**src/sv/upq_pkg.sv**
```systemverilog
// Shared types for the unsorted priority queue: command and response payloads,
// the cell control bundle and the scan token that travels down the cell chain.
// No dependencies.
package upq_pkg;

	localparam int unsigned DEPTH_DEFAULT = 16;
	localparam int unsigned TAG_W         = 16;
	localparam int unsigned PRIO_W        = 32;
	localparam int unsigned COUNT_W       = 5;

	typedef enum logic [1:0] {
		CMD_ENQUEUE  = 2'd0,
		CMD_DEQUEUE  = 2'd1,
		CMD_DECREASE = 2'd2,
		CMD_CLEAR    = 2'd3
	} upq_cmd_code_t;

	typedef enum logic [2:0] {
		ST_OK        = 3'd0,
		ST_EMPTY     = 3'd1,
		ST_HIGHER    = 3'd2,
		ST_NOT_FOUND = 3'd3,
		ST_FULL      = 3'd4
	} upq_status_t;

	typedef struct packed {
		upq_cmd_code_t            command;
		logic [TAG_W-1:0]         item_tag;
		logic signed [PRIO_W-1:0] new_priority;
	} upq_cmd_t;

	typedef struct packed {
		upq_status_t              status;
		logic [TAG_W-1:0]         removed_tag;
		logic [TAG_W-1:0]         head_tag;
		logic signed [PRIO_W-1:0] head_priority;
		logic [COUNT_W-1:0]       entry_count;
		logic                     is_empty;
	} upq_rsp_t;

	typedef struct packed {
		logic                     load;
		logic                     shift;
		logic [TAG_W-1:0]         tag;
		logic signed [PRIO_W-1:0] prio;
	} upq_ctrl_t;

	typedef struct packed {
		logic                     vld;
		logic                     dec;
		logic [TAG_W-1:0]         key_tag;
		logic signed [PRIO_W-1:0] key_prio;
		logic                     found;
		logic                     lowered;
		logic                     any;
		logic [TAG_W-1:0]         best_tag;
		logic signed [PRIO_W-1:0] best_prio;
	} upq_tok_t;

endpackage

```
**src/sv/upq_cell.sv**
```systemverilog
// One slot of the queue: holds a tag and a priority, loads, shifts from its upper
// neighbor, and updates the scan token that passes through it.
// Depends on upq_pkg.
module upq_cell #(
	parameter int unsigned DEPTH = upq_pkg::DEPTH_DEFAULT,
	parameter int unsigned IDX   = 0,
	localparam int unsigned CW   = $clog2(DEPTH + 1),
	localparam int unsigned IW   = $clog2(DEPTH)
) (
	input  logic                              clk,
	input  logic                              arst_n,
	input  upq_pkg::upq_ctrl_t                ctrl,
	input  logic [CW-1:0]                     count,
	input  logic [IW-1:0]                     shift_at,
	input  upq_pkg::upq_tok_t                 tok_in,
	input  logic [IW-1:0]                     idx_in,
	input  logic [upq_pkg::TAG_W-1:0]         next_tag,
	input  logic signed [upq_pkg::PRIO_W-1:0] next_prio,
	output upq_pkg::upq_tok_t                 tok_out,
	output logic [IW-1:0]                     idx_out,
	output logic [upq_pkg::TAG_W-1:0]         tag,
	output logic signed [upq_pkg::PRIO_W-1:0] prio
);
	import upq_pkg::*;

	localparam logic [CW-1:0] IDX_C = CW'(IDX);
	localparam logic [IW-1:0] IDX_I = IW'(IDX);

	logic [TAG_W-1:0]         tag_q;
	logic signed [PRIO_W-1:0] prio_q;
	upq_tok_t                 tok_q;
	logic [IW-1:0]            idx_q;

	logic                     occupied;
	logic                     hit;
	logic                     lower;
	logic                     upd;
	logic signed [PRIO_W-1:0] eff_prio;
	logic                     take;
	upq_tok_t                 tok_nxt;
	logic [IW-1:0]            idx_nxt;

	assign occupied = IDX_C < count;
	assign hit      = tok_in.vld && tok_in.dec && occupied && !tok_in.found
	                  && (tok_in.key_tag == tag_q);
	assign lower    = tok_in.key_prio < prio_q;
	assign upd      = hit && lower;
	assign eff_prio = upd ? tok_in.key_prio : prio_q;
	assign take     = occupied && (!tok_in.any || (eff_prio < tok_in.best_prio)
	                  || ((eff_prio == tok_in.best_prio) && (tag_q < tok_in.best_tag)));

	always_comb begin
		tok_nxt = tok_in;
		idx_nxt = idx_in;
		if (hit) begin
			tok_nxt.found   = 1'b1;
			tok_nxt.lowered = lower;
		end
		if (take) begin
			tok_nxt.any       = 1'b1;
			tok_nxt.best_tag  = tag_q;
			tok_nxt.best_prio = eff_prio;
			idx_nxt           = IDX_I;
		end
	end

	always_ff @(posedge clk or negedge arst_n) begin
		if (!arst_n) begin
			tok_q <= '0;
		end else begin
			tok_q <= tok_nxt;
		end
	end

	always_ff @(posedge clk) begin
		idx_q <= idx_nxt;
		if (ctrl.load && (count == IDX_C)) begin
			tag_q  <= ctrl.tag;
			prio_q <= ctrl.prio;
		end else if (ctrl.shift && (IDX_I >= shift_at)) begin
			tag_q  <= next_tag;
			prio_q <= next_prio;
		end else if (upd) begin
			prio_q <= tok_in.key_prio;
		end
	end

	assign tok_out = tok_q;
	assign idx_out = idx_q;
	assign tag     = tag_q;
	assign prio    = prio_q;

endmodule

```
**config.mk**
```make
export PLATFORM = sky130hd
export DESIGN_NAME = upq_cell
export DESIGN_NICKNAME = d
export VERILOG_FILES = /design/src/sv/upq_pkg.sv /design/src/sv/upq_cell.sv
export SDC_FILE = /design/constraint.sdc
export NUM_CORES = 1
export LEC_CHECK = 0
export ABC_AREA = 1
export ABC_CLOCK_PERIOD_IN_PS = 3700
export BUFFER_PORTS_ARGS = -buffer_cell sky130_fd_sc_hd__buf_2
export CORE_AREA = 2 2 143 145
export DETAILED_ROUTE_END_ITERATION = 6
export DIE_AREA = 0 0 145 147
export GPL_TIMING_DRIVEN = 1
export PLACE_DENSITY = 0.8
export REMOVE_ABC_BUFFERS = 1
export SLEW_MARGIN = 10
export SYNTH_ARGS = -nofsm -noshare
export SYNTH_HDL_FRONTEND = slang
export SYNTH_SLANG_ARGS = --single-unit
```
**constraint.sdc**
```tcl
create_clock -name clk -period 3.7 [get_ports clk]
set_input_delay 0.37 -clock clk [delete_from_list [all_inputs] [get_ports clk]]
set_output_delay 0.37 -clock clk [all_outputs]
set_load 0.01 [all_outputs]
```
======== Word level (Yosys, flattened, before mapping) ========
Index checks and enable logic that the tools add are counted.
storage, ports and cells
  register bits after elaboration ......... 153
  word-level logic and storage cells ...... 41
  output and inout port bits .............. 153
  bits of input ports ..................... 214
operators by class
  eq/ne operators ......................... 2
  order comparisons ....................... 5
  reductions and logical operators ........ 15
  mux-type cells .......................... 7
operators with widths
  operator                                                          number
  2-to-1 mux 32 bit                                                 3
  < comparator 32 bit                                               2
  2-to-1 mux 49 bit                                                 1
  == test 32 bit                                                    1
  2-to-1 mux 16 bit                                                 2
  == test 16 bit                                                    1
  < comparator 16 bit                                               1
  logical AND 1 bit                                                 9
  logical NOT 5 bit                                                 1
  < comparator 1 x 5 -> 1 bit, first input constant                 1
  greater-or-equal comparator 1 x 4 -> 1 bit, first input constant  1
  logical NOT 1 bit                                                 2
  logical OR 1 bit                                                  2
  2-to-1 mux 2 bit                                                  1
  nonzero test 2 bit                                                1

======== Logic depth before layout (Yosys ltp) ========
Gate-level depths: netlist (run 1).
  depth after elaboration ................. 11
  depth in mapped cells ................... 34
  mapped depth without buffers ............ 33

======== Least setup slack after synthesis (run 1) ========
OpenSTA, ideal clock, no wires.
  path type ............................... register to register
  start ................................... reg prio_q[5], in the netlist prio[5]
  end ..................................... reg tok_q, in the netlist tok_out[46]
  path slack .............................. 322 ps
  arrival time ............................ 3,260 ps
  setup time .............................. 117 ps
  cell stages (with the launch flop) ...... 30
  buffers on the path ..................... 3
  data required time ...................... 3,583 ps
  clock period less this slack ............ 3,378 ps
  cell sequence ........................... dfxtp_1 > inv_1 > ha_1 > a21oi_1 > nor2_1 > nor3_1 > nand2_1 > nand2_1 > nand2_1 > nand2_1 > nand2_1 > nand2_1 > nand3_2 > buf_4 > nand2_1 > nand2_1 > ha_1 > nand2_1 > nor4_2 > nand2_1 > clkinv_1 > nand2_1 > nand2_1 > nand2_1 > nand4_1 > nand2_2 > buf_6 > buf_8 > nand2_2 > nand2_1
RTL lines
  what                    line            text
  start, declared         upq_cell.sv:30  logic signed [PRIO_W-1:0] prio_q;
  start signal, assigned  upq_cell.sv:79  prio_q <= ctrl.prio;
  start signal, assigned  upq_cell.sv:82  prio_q <= next_prio;
  start signal, assigned  upq_cell.sv:84  prio_q <= tok_in.key_prio;
  end signal, assigned    upq_cell.sv:71  tok_q <= tok_nxt;
  end, declared           upq_cell.sv:31  upq_tok_t tok_q;

======== Final worst setup path (run 1) ========
  start ................................... reg prio_q[7], in the netlist prio[7]
  end ..................................... reg prio_q[27], in the netlist prio[27]
between the ends
  word-level cells in the longest chain between the ends .. 5
RTL lines
  what                             line            text
  < comparator 32 bit              upq_cell.sv:46  assign lower = tok_in.key_prio < prio_q;
  logical AND 1 bit                upq_cell.sv:47  assign upd = hit && lower;
  2-to-1 mux 32 bit (3 in series)  --
Every way passes these cells.
A chain may end at the register's enable or synchronous reset.

==> flow_summary_export.csv, run 1 <==
group,metric,value,unit
logic_synthesis,synth_top_cells_by_area,"sky130_fd_sc_hd__dfrtp_1, sky130_fd_sc_hd__nand2_1, sky130_fd_sc_hd__ha_1, sky130_fd_sc_hd__dfxtp_1, sky130_fd_sc_hd__inv_1",
place,dpl.cell_count,1836,
die,floorplan.io_pins,367,
route,final_antenna_net_count,0,
global_route,grt.overflow.total,0,
pwr,power.density_cell_area,508,nW/um2
sta,fmax,247,MHz
clock_tree,clockRootBuffer,"sky130_fd_sc_hd__clkbuf_16",
critical_path,critical_path.slowest_cell,"sky130_fd_sc_hd__dfxtp_2",
critical_path,crit_path_max_fanout,6,
pwr,design_power_total,7.13,mW
logic_synthesis,post_synth_instance_area,8320,um2
logic_synthesis,ys.warnings.count,0,
sta,timing.slew.headroom,39.2,%
sta,setup_ws,-0.346,ns
critical_path,crit_path_start_kind,"flop",
final_layout,finish.utilization,70.8,%
sta,final.setup.tns,-13.90,ns
die,die-width,145,um
logic_synthesis,sequential_area_share_after_synthesis,44.8,%
place,place_congestion,0.939,
die,die_area,21300,um2
sta,worstMarginPinSlew,0.912,ns
clock_tree,clock_tree.buffer_depth,2,
clock_tree,clock_insertion_delay_worst_skew,0.44,ns
sta,final.min_clock_period,4.05,ns
clock_tree,cts_tree,"done",
logic_synthesis,synth_cells,1066,
run_status,status,"complete, but fails checks",
sta,clock_skew,0.0206,ns
global_route,grt_start_max_net_pins,65,
global_route,vias_in_the_first_global_route,9837,
critical_path,rrSetupSlack,-0.35,ns
clock_tree,cts_buffers,17,
sta,slew_violations,0,
clock_tree,clk_pin_slew,0.07,ns
route,drc_errors,0,
sta,finalCritPeriodShare,109,%
route,drt_pass1_iterations,5,
final_layout,final_non_filler_cell_total,1932,
run_status,violations,"setup timing",
sta,rsz0062_at_grt,"yes",
die,dieHeight,147,um
clock_tree,htreeDepth,4,
final_layout,finish.net_count,1939,
sta,setup_viol,54,
global_route,initial_antenna_violation_count,4,
sta,timing_hold_violations_final,0,
critical_path,timing.critical_path.to_type,"flop",
critical_path,worstRegToRegCells,32,
critical_path,worst-endpoint-arrival,4.43,ns
place,place.port_buffers,366,
logic_synthesis,synth_top_cell_area_share,30.4,%
pwr,static-leakage-power,7.61,nW
critical_path,timing.rr.end,"prio[27]",
route,detail_route.iter0.violations,487,
final_layout,areaGrowthSynthToFinish,68.7,%
pwr,vdd.ir_drop.worst,0.354,mV
die,fp.coreArea,19800,um2
critical_path,crit_type,"reg2reg",
route,wl_per_cell,17.9,um
critical_path,required,4.09,ns
route,routed_via_density,5.01,
logic_synthesis,synth_area_leader_cell,"sky130_fd_sc_hd__dfrtp_1",
die,rows,52,
route,vias,9676,
global_route,grtUsageTotal,31.0,%
logic_synthesis,synth_seq_cells,153,
die,initial_core_utilization,41.9,%
clock_tree,cts.sinks,153,
run,cap_viol_max_count,0,
place,hpwl,23.2,mm
final_layout,share_of_final_layout_standard_cells_stronger_than_drive_strength_1,50.1,%
logic_synthesis,netlist-cell-type-count,31,
critical_path,delay_of_the_slowest_cell_on_the_worst_path,0.36,ns
hold_path,hold_path_class,"in2async",
critical_path,startpoint_of_the_most_critical_register_to_register_path,"prio[7]",
critical_path,timing.critical_path.mode_cell,"sky130_fd_sc_hd__buf_4",
route,finalWirelength,34.7,mm
logic_synthesis,post_syn_area_per_cell,7.81,um2
global_route,first_pass_grt_wire_length,50.9,mm
[area by class of cell]
cell class                 instances  area [um2]
clock inverter                    13         155
timing repair inverter             1        8.76
sequential                       153        3750
antenna                            2        5.00
timing repair buffer             600        3900
fill                            1480        5800
tap                              270         338
clock buffer                      19         443
multi-input combinational        735        4900
inverter                         139         539
[how the worst max path moves through the flow]
| stage | cells after the start | endpoint | startpoint |
|---|---|---|---|
| 6_report | 32 | prio[27] | prio[7] |
| 4_1_cts | 32 | tok_out[18] | prio[5] |
| 3_3_place_gp | 31 | tok_out[29] | tok_in[56] |
| 3_5_place_dp | 30 | tok_out[29] | tok_in[66] |
| 2_1_floorplan | 22 | tok_out[48] | prio[31] |
| 5_1_grt | 32 | tok_out[29] | prio[7] |
[worst max-delay path: cells and delay by family (launching register included)]
family | cells | cell delay [ns]
buffers and inverters | 19 | 2.32
and+or+nand+nor | 12 | 1.02
DFF | 1 | 0.36
adders and majority gates | 1 | 0.27
[routing by layer]
| metal | part of all wire [%] | GRT usage, % | vias to the layer above | wire, um |
|---|---|---|---|---|
| met1 | 38 | 34.8 | 4524 | 13200 |
| met2 | 50 | 56.1 | 492 | 17500 |
| met4 | 4.5 | 15.0 | 2 | 1560 |
| li1 | - | - | 4549 | - |
| met5 | 0.037 | 0 | - | 13 |
| met3 | 7.0 | 6.71 | 109 | 2430 |
[synth_stat cells, drive strengths merged]
library cell / count
nand2: 427
inv: 138
dfrtp: 101
ha: 78
o21ai: 48
nand3: 44
a21oi: 39
nand4: 39
dfxtp: 36
buf: 28
nor2: 26
edfxtp: 16
clkbuf: 11
nor3: 8
xnor2: 8
xor2: 8
nor4: 3
o21a: 3
or2: 2
a21o: 1
clkinv: 1
nor3b: 1
[kinds of logic (layout without fill, tap and decap cells)]
kind of cell / count (synthesis) / in the layout / synth area share (%)
other: 0 / 2 / 0
DFF: 153 / 153 / 44.8
AOI/OAI and AO/OA: 91 / 91 / 5.59
xor gates and xnor gates: 16 / 16 / 1.68
and+or+nand+nor: 550 / 550 / 27.5
adders and majority gates: 78 / 78 / 11.7
buffers and inverters: 178 / 772 / 8.69
[cells in the final DEF (no fill, tap or decap), types with 4 or more instances in the layout]
cell type	Yosys	routed
sky130_fd_sc_hd__a21oi_1	39	18
sky130_fd_sc_hd__a21oi_2	0	20
sky130_fd_sc_hd__buf_12	0	9
sky130_fd_sc_hd__buf_16	0	4
sky130_fd_sc_hd__buf_2	20	366
sky130_fd_sc_hd__buf_4	3	204
sky130_fd_sc_hd__buf_6	1	12
sky130_fd_sc_hd__clkbuf_16	0	21
sky130_fd_sc_hd__dfrtp_1	101	101
sky130_fd_sc_hd__dfxtp_1	36	17
sky130_fd_sc_hd__dfxtp_2	0	19
sky130_fd_sc_hd__edfxtp_1	16	16
sky130_fd_sc_hd__ha_1	78	39
sky130_fd_sc_hd__ha_4	0	39
sky130_fd_sc_hd__inv_1	137	130
sky130_fd_sc_hd__inv_2	1	7
sky130_fd_sc_hd__inv_6	0	7
sky130_fd_sc_hd__nand2_1	416	342
sky130_fd_sc_hd__nand2_2	11	59
sky130_fd_sc_hd__nand2_4	0	24
sky130_fd_sc_hd__nand3_1	43	37
sky130_fd_sc_hd__nand3_2	1	5
sky130_fd_sc_hd__nand4_1	39	39
sky130_fd_sc_hd__nor2_1	25	18
sky130_fd_sc_hd__nor2_2	1	6
sky130_fd_sc_hd__nor3_2	0	5
sky130_fd_sc_hd__o21ai_0	48	42
sky130_fd_sc_hd__o21ai_1	0	5
sky130_fd_sc_hd__xnor2_1	8	7
sky130_fd_sc_hd__xor2_1	8	8
[where the power goes]
part           internal (mW)  leakage (nW)  total, mW  switching, mW
sequential              2.01          1.64       2.14          0.131
combinational           1.47          5.68       3.17           1.71
clock                   1.04         0.295       1.82          0.787
total                   4.51          7.61       7.13           2.62
[flip-flops by register name (all words and copies together) (netlist names)]
register  count
prio         32
tag          16
idx_out       4
tok_out     101
[per-stage QoR]
| step | worst slack [ns] | hold WS [ns] | area [um2] |
|---|---|---|---|
| floorplan | -1.48 | 0.0744 | 8120 |
| global placement | -0.417 | 0.506 | 11700 |
| detailed placement | -0.533 | 0.509 | 11700 |
| CTS | -0.188 | 0.0557 | 13500 |
| global route | -0.467 | 0.0500 | 14000 |
| finish | -0.346 | 0.0529 | 14000 |
[repair_timing]
action / CTS / global route
hold buffers: 0 / 0
resized for setup: 159 / 91
buffers inserted: 43 / 11
pin swaps: 33 / 42
setup endpoints to repair: 53 / 54
cloned: 7 / 5
Power figures use the tool's default switching activity.
==> run 2, diff against run 1 <==
Settings changed: ABC_AREA 1 to unset, CORE_AREA 2 2 143 145 to 2 2 141 143, DIE_AREA 0 0 145 147 to 0 0 143 145.
==> run 2 against run 1 <==
The flow still finishes with violations (setup timing). Maximum frequency is 21% lower. Cell area is 10% lower. Clock power is 3% higher. Sequential share of layout area is 3.0 points higher. Sequential power is 3% lower. Cell count is 22% lower. Setup slack worse by 1.1 ns. Largest cell class unchanged.
==> flow_summary_export.csv, run 2 <==
group,metric,value,unit
final_layout,mostFrequentLayoutCells,"sky130_fd_sc_hd__buf_2, sky130_fd_sc_hd__buf_4, sky130_fd_sc_hd__dfrtp_1",
final_layout,areaGrowthSynthToFinish,55.8,%
logic_synthesis,synth_area_leader_cell,"sky130_fd_sc_hd__dfrtp_1",
logic_synthesis,sequential_area_share_after_synthesis,46.1,%
global_route,initial_antenna_violation_count,2,
route,wl_per_cell,19.9,um
hold_path,hold_path_class,"in2reg",
logic_synthesis,ys.warnings.count,0,
logic_synthesis,count_of_flip_flops_with_a_built_in_enable_after_synthesis,16,
run_status,violations,"setup timing",
sta,whs,0.0827,ns
pwr,power.density_cell_area,521,nW/um2
clock_tree,clock_tree.buffer_depth,2,
die,die-width,143,um
die,floorplan.io_pins,367,
route,drt_pass1_iterations,5,
logic_synthesis,netlist-cell-type-count,53,
sta,final.min_clock_period,5.12,ns
run_status,status,"complete, but fails checks",
die,rows,51,
global_route,grtUsageTotal,27.7,%
clock_tree,htreeDepth,4,
sta,rsz0062_at_grt,"yes",
global_route,gr-max-usage-layer,"met2",
route,detail_route.iter0.violations,307,
die,fp.coreArea,19200,um2
logic_synthesis,synth_fa_ha_area_share,12.1,%
clock_tree,clk_pin_slew,0.07,ns
place,place_congestion,0.911,
run,cap_viol_max_count,0,
clock_tree,clockRootBuffer,"sky130_fd_sc_hd__clkbuf_16",
clock_tree,cts.sinks,153,
critical_path,timing.critical_path.to_type,"flop",
clock_tree,clock_insertion_delay_worst_skew,0.42,ns
final_layout,largest_register_ffs,101,
die,initial_core_utilization,42.1,%
place,hpwl,21.7,mm
global_route,first_pass_grt_wire_length,43.3,mm
logic_synthesis,yosys.area_share.xor_xnor,1.73,%
logic_synthesis,synth.most_common_cell,"sky130_fd_sc_hd__dfrtp_1",
sta,slew_violations,0,
sta,worstMarginPinSlew,0.647,ns
sta,setup_viol,52,
critical_path,required,4.00,ns
critical_path,crit_type,"reg2reg",
route,routed_via_density,5.15,
sta,timing.slew.headroom,56.9,%
pwr,static-leakage-power,6.43,nW
global_route,grt_start_max_net_pins,50,
global_route,global_route.usage.met2,49.2,%
sta,fmax,195,MHz
final_layout,mostFrequentLayoutCell,"sky130_fd_sc_hd__buf_2",
logic_synthesis,list_of_most_frequent_post_synthesis_cells,"sky130_fd_sc_hd__dfrtp_1, sky130_fd_sc_hd__inv_1, sky130_fd_sc_hd__ha_1, sky130_fd_sc_hd__nand2_1, sky130_fd_sc_hd__mux2_4",
route,drc_errors,0,
final_layout,finish.net_count,1515,
route,vias,7741,
critical_path,crit_path_max_fanout,8,
final_layout,share_of_final_layout_standard_cells_stronger_than_drive_strength_1,58.5,%
logic_synthesis,synth_top_cell_area_share,31.2,%
logic_synthesis,synth_compound_area_share,9.64,%
logic_synthesis,dominant_combinational_cell_family_by_area_after_synthesis,"multiplexers",
global_route,grt.overflow.total,0,
logic_synthesis,post_synth_instance_area,8090,um2
route,final_antenna_net_count,0,
route,finalWirelength,30.0,mm
logic_synthesis,post_syn_area_per_cell,11.7,um2
logic_synthesis,synthSimpleGateAreaFrac,10.6,%
global_route,grt_util_met3,5.41,%
logic_synthesis,synth_top_cells_by_area,"sky130_fd_sc_hd__dfrtp_1, sky130_fd_sc_hd__ha_1, sky130_fd_sc_hd__mux2_4, sky130_fd_sc_hd__dfxtp_1, sky130_fd_sc_hd__edfxtp_1",
critical_path,crit_path_start_kind,"flop",
place,dpl.cell_count,1451,
logic_synthesis,synth_seq_cells,153,
logic_synthesis,synth-async-reset-ratio,66.0,%
pwr,vdd.ir_drop.worst,0.298,mV
clock_tree,cts_buffers,17,
die,die_area,20700,um2
sta,finalCritPeriodShare,138,%
global_route,grt_util_met1,31.4,%
logic_synthesis,synth_ff_type,"sky130_fd_sc_hd__dfrtp_1",
logic_synthesis,synth_mux_area_share,13.8,%
clock_tree,cts_tree,"done",
sta,setup_ws,-1.42,ns
place,place.port_buffers,366,
die,dieHeight,145,um
sta,timing_hold_violations_final,0,
final_layout,final_non_filler_cell_total,1504,
critical_path,worst-endpoint-arrival,5.42,ns
global_route,vias_in_the_first_global_route,8194,
sta,clock_skew,0.0112,ns
logic_synthesis,synth_cells,693,
-- run 2: cell types whose count changed after synthesis, moves of 21 or more --
cell	delta
sky130_fd_sc_hd__nand2_1	-353
sky130_fd_sc_hd__inv_1	-57
sky130_fd_sc_hd__mux2_4	+56
sky130_fd_sc_hd__nand3_1	-40
sky130_fd_sc_hd__o21ai_0	-39
sky130_fd_sc_hd__or3_1	+34
sky130_fd_sc_hd__o221a_1	+28
sky130_fd_sc_hd__mux2_2	+21
-- run 2: path summary, 6_finish.rpt --
kind / endpoint / slack [ns] / from / cells after the start
max: tok_out[14] / -1.42 / prio[30] / 22
min: tok_out[65] / 0.08 / tok_in[65] / 1
max reg2reg: tok_out[14] / -1.42 / prio[30] / 22
min reg2reg: tok_out[44] / 0.65 / tag[12] / 2
max in group asynchronous: tok_out[6] / 2.38 / arst_n / 3
min in group asynchronous: tok_out[99] / 0.43 / arst_n / 2
-- run 2: area by class of cell --
cell class	instances	area, um2
Tap cell	265	332
Sequential cell	153	3740
Clock buffer	18	439
Antenna cell	3	7.51
Timing Repair Buffer	536	3300
Inverter	80	300
Multi-Input combinational cell	435	4310
Clock inverter	14	183
Fill cell	1451	6600
-- run 2: logic make-up (layout without fill, tap and decap cells) --
| family | Yosys count | count (layout) |
|---|---|---|
| compound gates | 95 | 95 |
| flops | 153 | 153 |
| other cells | 0 | 3 |
| simple gates | 165 | 165 |
| fa+ha+maj | 78 | 78 |
| mux | 81 | 81 |
| buf+inv | 105 | 648 |
| xor+xnor | 16 | 16 |
-- run 2: routing by layer --
| metal | vias to the layer above | wire length (um) | share of wire, % |
|---|---|---|---|
| li1 | 3545 | - | - |
| met1 | 3680 | 11700 | 39 |
| met2 | 427 | 15200 | 51 |
| met3 | 89 | 1980 | 6.6 |
| met4 | 0 | 1110 | 3.7 |
| met5 | - | 0 | 0 |
-- run 2: stage by stage --
| step | area (um2) | total power, mW | TNS [ns] | util (%) | worst slack, ns |
|---|---|---|---|---|---|
| after global routing | 12600 | 6.86 | -78.56 | 65.6 | -1.58 |
| after detailed placement | 11300 | 4.33 | -89.76 | 58.7 | -1.77 |
| after floorplan | 7900 | 3.19 | -143.50 | - | -2.82 |
| after CTS | 12400 | 6.41 | -64.92 | 64.5 | -1.30 |
| after global placement | 11300 | 4.26 | -86.68 | 58.7 | -1.71 |
| final | 12600 | 6.57 | -70.63 | 65.6 | -1.42 |
-- run 2: report_power, final --
part,internal (mW),total [mW],switching (mW)
Clock,1.10,1.87,0.770
Sequential,1.97,2.08,0.112
Combinational,1.41,2.62,1.21
Total,4.47,6.57,2.10
-- run 2: repair_timing --
item | 4_1_cts | 5_1_grt
setup buffers | 8 | 7
endpoints found under the setup margin | 52 | 52
endpoints found under the hold margin | 33 | 0
gates resized for setup | 65 | 34
hold buffers | 1 | 0
pin swaps | 16 | 19
gates cloned | 3 | 2
-- run 2: critical path, cell delays in order (launching register included) --
cell	delay, ns
sky130_fd_sc_hd__dfxtp_2	0.34
sky130_fd_sc_hd__inv_2	0.05
sky130_fd_sc_hd__ha_4	0.21
sky130_fd_sc_hd__buf_4	0.13
sky130_fd_sc_hd__a21oi_1	0.15
sky130_fd_sc_hd__nand2_1	0.10
sky130_fd_sc_hd__a221oi_2	0.31
sky130_fd_sc_hd__o211ai_1	0.19
sky130_fd_sc_hd__or3_1	0.35
sky130_fd_sc_hd__and3_4	0.22
sky130_fd_sc_hd__buf_4	0.15
sky130_fd_sc_hd__mux2_4	0.30
sky130_fd_sc_hd__ha_1	0.33
sky130_fd_sc_hd__a21oi_2	0.21
sky130_fd_sc_hd__o21ai_2	0.11
sky130_fd_sc_hd__a2111oi_4	0.30
sky130_fd_sc_hd__o21ai_1	0.15
sky130_fd_sc_hd__a2111oi_2	0.35
sky130_fd_sc_hd__mux2i_2	0.15
sky130_fd_sc_hd__a21oi_4	0.20
sky130_fd_sc_hd__buf_12	0.18
sky130_fd_sc_hd__clkbuf_16	0.18
sky130_fd_sc_hd__mux2_2	0.34
==> run 3, diff against run 2 <==
Settings changed: ABC_AREA set to 1, BUFFER_PORTS_ARGS -buffer_cell sky130_fd_sc_hd__buf_2 to -buffer_cell sky130_fd_sc_hd__clkbuf_2, CORE_AREA 2 2 141 143 to 2 2 143 145, DIE_AREA 0 0 143 145 to 0 0 145 147.
==> run 3 against run 2 <==
The flow still finishes with violations (setup timing). Worst hold slack worse by 0.021 ns. Clock skew is 0.0076 ns higher. Non-clock buffer count is 49 higher. Setup slack better by 1.2 ns. Via count is 24% higher. Largest power group unchanged. Highest routed layer unchanged.
==> flow_summary_export.csv, run 3 (same netlist as run 1, synthesis figures left out) <==
group,metric,value,unit
critical_path,timing.critical_path.mode_cell,"sky130_fd_sc_hd__nand2_1",
pwr,vdd.ir_drop.worst,0.316,mV
critical_path,delay_of_the_slowest_cell_on_the_worst_path,0.34,ns
route,vias,9599,
clock_tree,htreeDepth,4,
route,drc_errors,0,
die,fp.coreArea,19800,um2
place,hpwl,23.2,mm
place,placed_cell_area,11700,um2
route,drt_pass1_iterations,7,
route,wl_per_cell,17.5,um
final_layout,share_of_final_layout_standard_cells_stronger_than_drive_strength_1,49.6,%
die,die_area,21300,um2
sta,whs,0.0615,ns
clock_tree,cts_tree,"done",
sta,fmax,257,MHz
sta,final.min_clock_period,3.89,ns
pwr,design_power_total,6.95,mW
critical_path,required,4.02,ns
clock_tree,clk_pin_slew,0.07,ns
sta,setup_viol,53,
route,detail_route.iter0.violations,454,
clock_tree,clockRootBuffer,"sky130_fd_sc_hd__clkbuf_16",
place,place.port_buffers,366,
pwr,power.density_cell_area,504,nW/um2
sta,timing.slew.headroom,40.7,%
run_status,status,"complete, but fails checks",
sta,timing_hold_violations_final,0,
pwr,static-leakage-power,7.54,nW
sta,slew_violations,0,
final_layout,finish.utilization,69.4,%
final_layout,finish.net_count,1923,
global_route,initial_antenna_violation_count,1,
global_route,first_pass_grt_wire_length,49.2,mm
die,die-width,145,um
final_layout,mostFrequentLayoutCells,"sky130_fd_sc_hd__clkbuf_2, sky130_fd_sc_hd__nand2_1, sky130_fd_sc_hd__buf_4",
run,cap_viol_max_count,0,
clock_tree,clock_tree.buffer_depth,2,
critical_path,critical_path.slowest_cell,"sky130_fd_sc_hd__dfxtp_2",
sta,worstMarginPinSlew,0.889,ns
critical_path,crit_type,"reg2reg",
global_route,grtUsageTotal,29.5,%
die,dieHeight,147,um
route,routed_via_density,5.01,
global_route,grt_start_max_net_pins,65,
sta,setup_ws,-0.194,ns
sta,clock_skew,0.0189,ns
final_layout,areaGrowthSynthToFinish,65.4,%
global_route,vias_in_the_first_global_route,9764,
die,initial_core_utilization,41.9,%
place,place_congestion,0.975,
die,floorplan.io_pins,367,
final_layout,largest_register_ffs,101,
critical_path,crit_path_max_fanout,12,
global_route,grt.overflow.total,0,
final_layout,mostFrequentLayoutCell,"sky130_fd_sc_hd__clkbuf_2",
hold_path,hold_path_class,"in2async",
route,finalWirelength,33.6,mm
clock_tree,cts.sinks,153,
critical_path,timing.critical_path.to_type,"flop",
place,dpl_worst_slack,-0.457,ns
clock_tree,clock_insertion_delay_worst_skew,0.44,ns
die,rows,52,
sta,rsz0062_at_grt,"yes",
sta,finalCritPeriodShare,105,%
clock_tree,cts_buffers,17,
run_status,violations,"setup timing",
route,final_antenna_net_count,0,
critical_path,crit_path_start_kind,"flop",
final_layout,post-route-cell-area,13800,um2
clock_tree,post_cts_hold_buffer_count,0,
critical_path,worst-endpoint-arrival,4.21,ns
-- run 3: changes by cell type in the layout (fill, tap and decap cells not counted), sizes merged, moves of 36 or more --
cell	change
buf	-318
clkbuf	+368
inv	+59
mux2	-78
nand2	+364
nand3	+41
o21ai	+36
-- run 3: what timing repair did --
item / 4_1_cts / 5_1_grt
buffers inserted: 39 / 6
pin swaps: 57 / 42
resized for setup: 126 / 115
gates cloned: 3 / 5
endpoints found under the setup margin: 53 / 54
-- run 3: worst max-delay path, delay by kind of cell, from the launching register on --
kind	cells	cell delay, ns
AND/OR/NAND/NOR	19	1.72
buffers and inverters	5	0.67
AO/OA/AOI/OAI	4	0.63
adder cells (fa/ha/maj)	2	0.39
flip-flops	1	0.34
-- run 3: power by group --
part	switching [mW]	internal, mW
clock	0.803	0.876
combinational	1.70	1.43
sequential	0.137	2.01
-- run 3: path summary, 6_finish.rpt --
check | cells past startpoint | from | to | slack [ns]
worst max-delay path | 30 | prio[4] | tok_out[22] | -0.19
worst min-delay path | 1 | arst_n | tok_out[91] | 0.06
worst max register to register | 30 | prio[4] | tok_out[22] | -0.19
worst min register to register | 3 | tag[5] | tok_out[37] | 0.60
max in group asynchronous | 2 | arst_n | tok_out[35] | 2.76
min in group clk | 1 | tok_in[88] | tok_out[88] | 0.07
-- run 3: layout make-up --
type / instances / area [um2]
antenna: 1 / 2.50
tap: 270 / 338
fill: 1468 / 6070
timing repair buffer: 585 / 3750
clock inverter: 14 / 113
multi-input combinational: 735 / 4850
sequential: 153 / 3750
inverter: 139 / 534
clock buffer: 18 / 429
-- run 3: layer usage --
layer  part of all wire, %  global-route usage (%)  up-vias
li1                      -                       -     4512
met1                    38                    33.2     4529
met2                    51                    53.7      459
met3                   6.7                    6.68       99
met4                   3.8                    12.4        0
met5                     0                       0        -
-- run 3: stage by stage --
stage               std cells  TNS [ns]
global placement         1838    -16.60
CTS                      1906     -1.07
global route             1914    -19.97
finish                   1915     -7.92
detailed placement       1838    -20.12
floorplan                1027    -67.14
